File: src/rtl/pp_ram.sv
// ----------------------------------------------------------------------------
// pp_ram: generic single-port-write, single-port-read RAM
// One write and one read each cycle; read data is registered.
// ----------------------------------------------------------------------------
module pp_ram #(
  parameter int WIDTH = 8,
  parameter int DEPTH = 16
) (
  input  logic                                     clk,
  input  logic                                     we,
  input  logic [(DEPTH > 1 ? $clog2(DEPTH) : 1)-1:0] waddr,
  input  logic [WIDTH-1:0]                         wdata,
  input  logic [(DEPTH > 1 ? $clog2(DEPTH) : 1)-1:0] raddr,
  output logic [WIDTH-1:0]                         rdata
);

  logic [WIDTH-1:0] mem [DEPTH];

  // Write port and registered read port
  always_ff @(posedge clk) begin
    if (we) begin
      mem[waddr] <= wdata;
    end
    rdata <= mem[raddr];
  end

endmodule

File: config.mk
export PLATFORM = sky130hd
export DESIGN_NAME = pp_ram
export DESIGN_NICKNAME = d
export VERILOG_FILES = /design/src/rtl/pp_ram.sv
export SDC_FILE = /design/constraint.sdc
export NUM_CORES = 1
export LEC_CHECK = 0
export BUFFER_PORTS_ARGS = -buffer_cell sky130_fd_sc_hd__buf_2
export CAP_MARGIN = 20
export CORE_MARGIN = 5
export CORE_UTILIZATION = 35
export DETAILED_ROUTE_END_ITERATION = 8
export SYNTH_ARGS = -nofsm -noshare
export SYNTH_HDL_FRONTEND = slang
export SYNTH_SLANG_ARGS = --single-unit
File: constraint.sdc
create_clock -name clk -period 4.4 [get_ports clk]
set_clock_uncertainty 0.1 [all_clocks]
set_input_delay 0.44 -clock clk [delete_from_list [all_inputs] [get_ports clk]]
set_output_delay 0.44 -clock clk [all_outputs]
set_load 0.02 [all_outputs]
==> results of run 1 <==
## metal layers
layer | share of wire (%) | vias to the layer above | track usage, %
li1 | - | 1050 | -
met1 | 48 | 1224 | 18.7
met2 | 44 | 92 | 16.3
met3 | 7.1 | 7 | 3.67
met4 | 1.0 | 0 | 4.29
met5 | 0 | - | 0
## worst paths after layout
kind	endpoint	slack [ns]	cells after the start
setup reg to reg	rdata[2]	2.83	3
hold reg to reg	rdata[3]	0.57	3
hold / removal	mem[10][3]	0.32	1
setup / recovery	mem[0][4]	2.35	4
## cell families after synthesis
group	count (synthesis)	share of synthesized area, %
AND/OR/NAND/NOR	35	3.18
buffers and inverters	10	1.68
multiplexers	32	15.0
AO/OA/AOI/OAI	16	2.33
flip-flops	136	77.8
## state kept, by name, indices dropped and copies added (netlist names)
| signal | cells |
|---|---|
| mem | 128 |
| rdata | 8 |
## layout by cell type (no fill, tap or decap), drive strengths merged, types with 2 or more instances in the layout
cell / count
nand3b: 2
dfxtp: 8
clkbuf: 18
nor2: 13
clkinv: 7
nand2: 9
buf: 29
nand2b: 2
bufinv: 6
nor3: 4
mux4: 32
edfxtp: 128
a22oi: 16
## power by group through the flow
stage          clock (mW)  sequential [mW]  combinational [mW]
6_report             1.56             1.46               0.140
5_1_grt              1.65             1.46               0.151
4_1_cts              1.58             1.46               0.140
3_5_place_dp            0             1.49               0.140
3_3_place_gp            0             1.49               0.136
2_1_floorplan           0             1.49              0.0735
## area by class of cell
| cell class | instances | area, µm² |
|---|---|---|
| multi-input combinational | 83 | 1060 |
| tap | 184 | 230 |
| clock buffer | 18 | 429 |
| sequential | 136 | 4000 |
| fill | 1232 | 8360 |
| clock inverter | 14 | 229 |
| timing repair buffer | 29 | 165 |
## through the flow
| step | setup slack [ns] | total power [mW] | hold slack (ns) |
|---|---|---|---|
| detailed placement | 1.74 | 1.63 | 0.569 |
| global route | 2.36 | 3.26 | 0.314 |
| global placement | 1.75 | 1.62 | 0.562 |
| CTS | 2.17 | 3.18 | 0.306 |
| finish | 2.35 | 3.16 | 0.321 |
| floorplan | 2.37 | 1.57 | 0.439 |
## critical path, delay by kind of cell
kind,cells,cell delay [ns]
simple gates,2,1.18
buf+inv,2,0.43
==> flow_summary.json, run 1 <==
{
  "status": "complete, no violations",
  "die_y_um": 131,
  "worst-setup-path-type": "in2reg",
  "synth_cells": 229,
  "antenna_found_initial": 0,
  "hold_path_startpoint": "wdata[3]",
  "fin_crit_sh_pct": 46.7,
  "synth.avg_cell_area_um2": 22.5,
  "crit_chain": "buf_2 > or3b_2 > nor3_1 > buf_2",
  "synth-edff-count": 128,
  "drv_cap": 0,
  "endpoint_kind": "register",
  "synth_fp_nets": 247,
  "clock_path_buffers": 2,
  "dieWidth_um": 131,
  "seqPwrFrac_pct": 46.2,
  "root_buffer": "clkbuf_16",
  "rsz0062_at_grt": "no",
  "detailed_place.area_um2": 5440,
  "max_freq_mhz": 487,
  "yosysUniqueCellTypes": 19,
  "hold_viol": 0,
  "p_int_mw": 2.56,
  "drt-initial-drc-count": 164,
  "dieArea_um2": 17200,
  "core_um2": 14500,
  "worstPathArrival_ns": 2.06,
  "clk_latency_ns": 0.41,
  "powerDensity_nw_per_um2": 516,
  "io_pins": 26,
  "port_buffers": 25,
  "ctsResizeCount": 0,
  "clkPwrFrac_pct": 49.3,
  "r2r_start": "mem[2][2]",
  "drive_above_1_share_pct": 28.2,
  "antenna_left": 0,
  "yosys_warnings": 0,
  "synth_common_cells": "128 x edfxtp_1, 18 x mux4_2, 16 x a22oi_1",
  "slowest_stage": "nor3_1",
  "wire_per_inst_um": 22.0,
  "timing.slew.headroom_pct": 33.1,
  "setup_viol": 0,
  "syn_to_final_growth_pct": 18.9,
  "grt_pass1_wl_um": 15300,
  "num-nets-final": 285,
  "tritoncts": "done",
  "netlist.area_leader.share_pct": 74.7,
  "dpl.cell_count": 431,
  "yosysSeqAreaShare_pct": 77.8,
  "postCtsHoldBufs": 0,
  "fin_cells": 464,
  "critPathRequiredTime_ns": 4.41,
  "postCtsSetupBuffers": 0,
  "postLayoutCellArea_um2": 6120,
  "fp-row-count": 44,
  "initial_core_util_pct": 35.6,
  "p_sw_share_pct": 19.0,
  "startpoint": "waddr[2]",
  "cts_buffers": 17,
  "leakagePower_nw": 2.04,
  "dr.pass1.iters": 4,
  "ys.flop_type": "edfxtp_1",
  "final_core_utilization_pct": 42.3,
  "critPathMaxStageDelay_ns": 0.66,
  "async_flop_share_pct": 0,
  "synthTopCellsByArea": "edfxtp_1 75%, mux4_2 7.9%, mux4_1 7.1%",
  "grt_overflow": 0,
  "yosysTopAreaCell": "edfxtp_1",
  "cts.sinks": 136,
  "gp_congestion": 0.731,
  "tightest_slew_ns": 1.00,
  "cts.htree.levels": 4,
  "path_clk_slew_ns": 0.05,
  "fin_crit_ns": 2.05,
  "antenna_cells": 0,
  "dp_hpwl_um": 6170,
  "startpoint_type": "primary input",
  "p_comb_share_pct": 4.4,
  "wl_um": 10200,
  "tns_ns": 0,
  "ys_seq_elements": 136,
  "peakVddDrop_uv": 360,
  "grt_pass1_vias": 2358,
  "drc_errors": 0,
  "grt_max_degree": 33,
  "yosysMostFrequentCell": "edfxtp_1",
  "hp-class": "in2reg",
  "cp_common_cell": "buf_2",
  "slew_violations": 0,
  "switchingPower_uw": 599,
  "viasPerCell": 5.11,
  "worst-path-max-fanout": 5,
  "synthesis.area_um2": 5150,
  "track_usage_pct": 12.2,
  "vias": 2373
}
No activity file was read; power rests on OpenSTA's default activity.
==> run 2, diff against run 1 <==
ABC_AREA = 1   (was unset)
clock period = 1.81 ns   (was 4.4 ns; I/O delays follow)
==> run 2 against run 1 <==
Sequential power increased by 140%. Sequential share of layout area decreased by 6.1 points. First-iteration DRC count increased by 110%. Area after synthesis increased by 12%. Utilization decreased by 1.0 points. Critical path depth decreased by 3. Total power increased by 130%. Register-to-register slack got worse by 2.2 ns. Synthesized cell count increased by 140%. Routed wire length increased by 27%. Largest power group is now registers.
==> flow_summary.json, run 2 <==
{
  "peakVddDrop_uv": 574,
  "critPathRequiredTime_ns": 1.53,
  "grt_max_degree": 62,
  "r2r_end": "rdata[2]",
  "ys.flop_type": "edfxtp_1",
  "synthesis.area_um2": 5770,
  "drt-initial-drc-count": 337,
  "tightest_slew_ns": 0.651,
  "yosysUniqueCellTypes": 12,
  "layout_commonest_cell": "nand2_1",
  "tritoncts": "done",
  "yosys_warnings": 0,
  "regToRegSetupSlack_ns": 0.61,
  "synth_compound_area_share_pct": 0,
  "min_path_cells": 1,
  "final_core_utilization_pct": 41.3,
  "fillers": 1583,
  "drive_above_1_share_pct": 13.4,
  "dp_hpwl_um": 8140,
  "yosysTopAreaCell": "edfxtp_1",
  "die_y_um": 138,
  "drc_errors": 0,
  "p_total_mw": 7.18,
  "final.setup.worst_slack_ns": 0.589,
  "regMostFlops": "mem",
  "viasPerCell": 4.57,
  "slew_violations": 0,
  "status": "complete, no violations",
  "layout_common_cells": "173 x nand2_1, 128 x edfxtp_1, 100 x inv_1",
  "synth_fp_nets": 569,
  "postCtsSetupBuffers": 0,
  "rsz0062_at_grt": "no",
  "gp_congestion": 0.802,
  "yosysSeqAreaShare_pct": 69.4,
  "slowest_stage": "dfxtp_1",
  "vias": 3771,
  "tns_ns": 0,
  "cts.htree.levels": 4,
  "core_um2": 16300,
  "hold_viol": 0,
  "synth.avg_cell_area_um2": 10.5,
  "drv_cap": 0,
  "worstPathArrival_ns": 0.94,
  "worst-setup-path-type": "reg2out",
  "synth-edff-count": 128,
  "top_regs": "mem x128, rdata x8",
  "clock_path_buffers": 2,
  "antenna_cells": 0,
  "synth_mux_area_share_pct": 0,
  "worst-path-max-fanout": 1,
  "reg2regPathDepth": 6,
  "netlist.area_leader.share_pct": 66.7,
  "fp-row-count": 47,
  "synthTopCellsByArea": "edfxtp_1 67%, nand2_1 11%, nand3_1 8.4%",
  "num-nets-final": 611,
  "timing.slew.headroom_pct": 56.5,
  "ys_seq_elements": 136,
  "synth_common_cells": "173 x nand2_1, 128 x edfxtp_1, 100 x inv_1",
  "yosysMostFrequentCell": "nand2_1",
  "critPathMaxStageDelay_ns": 0.34,
  "r2r_start": "mem[8][2]",
  "setup_viol": 0,
  "grt_pass1_vias": 3727,
  "cp.depth": 1,
  "antenna_left": 0,
  "clk_latency_ns": 0.41,
  "holdPathEnd": "mem[12][4]",
  "synth_top_family_by_area": "simple AND/OR/NAND/NOR gates",
  "async_flop_share_pct": 0,
  "wire_per_inst_um": 15.7,
  "path_delay_family": "flip-flops",
  "track_usage_pct": 13.9,
  "postCtsHoldBufs": 0,
  "initial_core_util_pct": 35.3,
  "syn_to_final_growth_pct": 17.0,
  "root_buffer": "clkbuf_16",
  "hold_ws_ns": 0.0535,
  "startpoint_type": "register",
  "pre_cts_slack_ns": 0.309,
  "antenna_found_initial": 0,
  "fin_crit_ns": 1.22,
  "endpoint_kind": "primary output",
  "dieArea_um2": 19100,
  "leakagePower_nw": 2.90,
  "hp-class": "in2reg",
  "powerDensity_nw_per_um2": 1060,
  "wl_um": 13000,
  "max_freq_mhz": 819,
  "synth_cells": 551,
  "yosys.area_share.xor_xnor_pct": 0,
  "port_buffers": 25,
  "hold_path_startpoint": "wdata[4]",
  "dieWidth_um": 138,
  "critical_path_buf_inv_count": 1,
  "dr.pass1.iters": 4,
  "grt_overflow": 0,
  "crit_chain": "buf_2",
  "fin_crit_sh_pct": 67.5,
  "yosys.area_share.simple_pct": 21.0,
  "synthAdderAreaFrac_pct": 0,
  "cts_buffers": 17,
  "io_pins": 26,
  "grt_pass1_wl_um": 20700,
  "path_clk_slew_ns": 0.06,
  "cts.sinks": 136,
  "largest_reg_flops": 128,
  "ctsResizeCount": 0
}
## run 2: cell count changes after synthesis, sizes merged, moves of 4 or more
cell,before,now
mux4,32,0
nand3,1,97
nand2,9,173
nor2,13,17
nor3,4,0
buf,7,24
inv,0,102
a22oi,16,0
## run 2: layer usage
metal / track usage (%) / routed length, µm / up-vias
li1: - / - / 1854
met1: 17.5 / 5660 / 1803
met2: 23.9 / 6520 / 95
met3: 3.04 / 591 / 19
met4: 4.78 / 229 / 0
met5: 0 / 0 / -
## run 2: layout make-up
cell class / count / area [µm²] / area share, %
sequential: 136 / 4000 / 59.4
multi-input combinational: 289 / 1210 / 18.0
clock buffer: 17 / 425 / 6.31
inverter: 102 / 383 / 5.68
timing repair buffer: 47 / 315 / 4.67
tap: 220 / 275 / 4.08
clock inverter: 15 / 129 / 1.91
## run 2: logic make-up (layout without fill, tap and decap cells)
| kind of cell | after synthesis | count (layout) |
|---|---|---|
| buf+inv | 126 | 181 |
| flops | 136 | 136 |
| simple gates | 289 | 289 |
## run 2: through the flow
stage | cell area, µm² | instances
2_1_floorplan | 5770 | 551
3_3_place_gp | 6190 | 794
3_5_place_dp | 6190 | 794
4_1_cts | 6750 | 826
5_1_grt | 6750 | 826
6_report | 6750 | 826
## run 2: how the worst max path moves through the flow
stage,startpoint,end,slack (ns)
final,rdata[3],rdata[3],0.59
after detailed placement,raddr[1],rdata[7],0.31
after floorplan,waddr[2],mem[10][0],0.58
after CTS,rdata[3],rdata[3],0.57
after global routing,rdata[3],rdata[3],0.54
after global placement,raddr[1],rdata[1],0.34
## run 2: worst register-to-register path, cell delays in order (launching register included)
cell and delay [ns]:
edfxtp_1 0.38, inv_1 0.08, nand2_1 0.07, nand3_1 0.07, nand3_1 0.12, nand3_1 0.19
nand2_1 0.08
## run 2: power breakdown
part / total [mW] / internal [mW] / switching (mW)
logic: 0.447 / 0.130 / 0.317
registers: 3.54 / 3.52 / 0.0204
clock network: 3.19 / 1.89 / 1.30
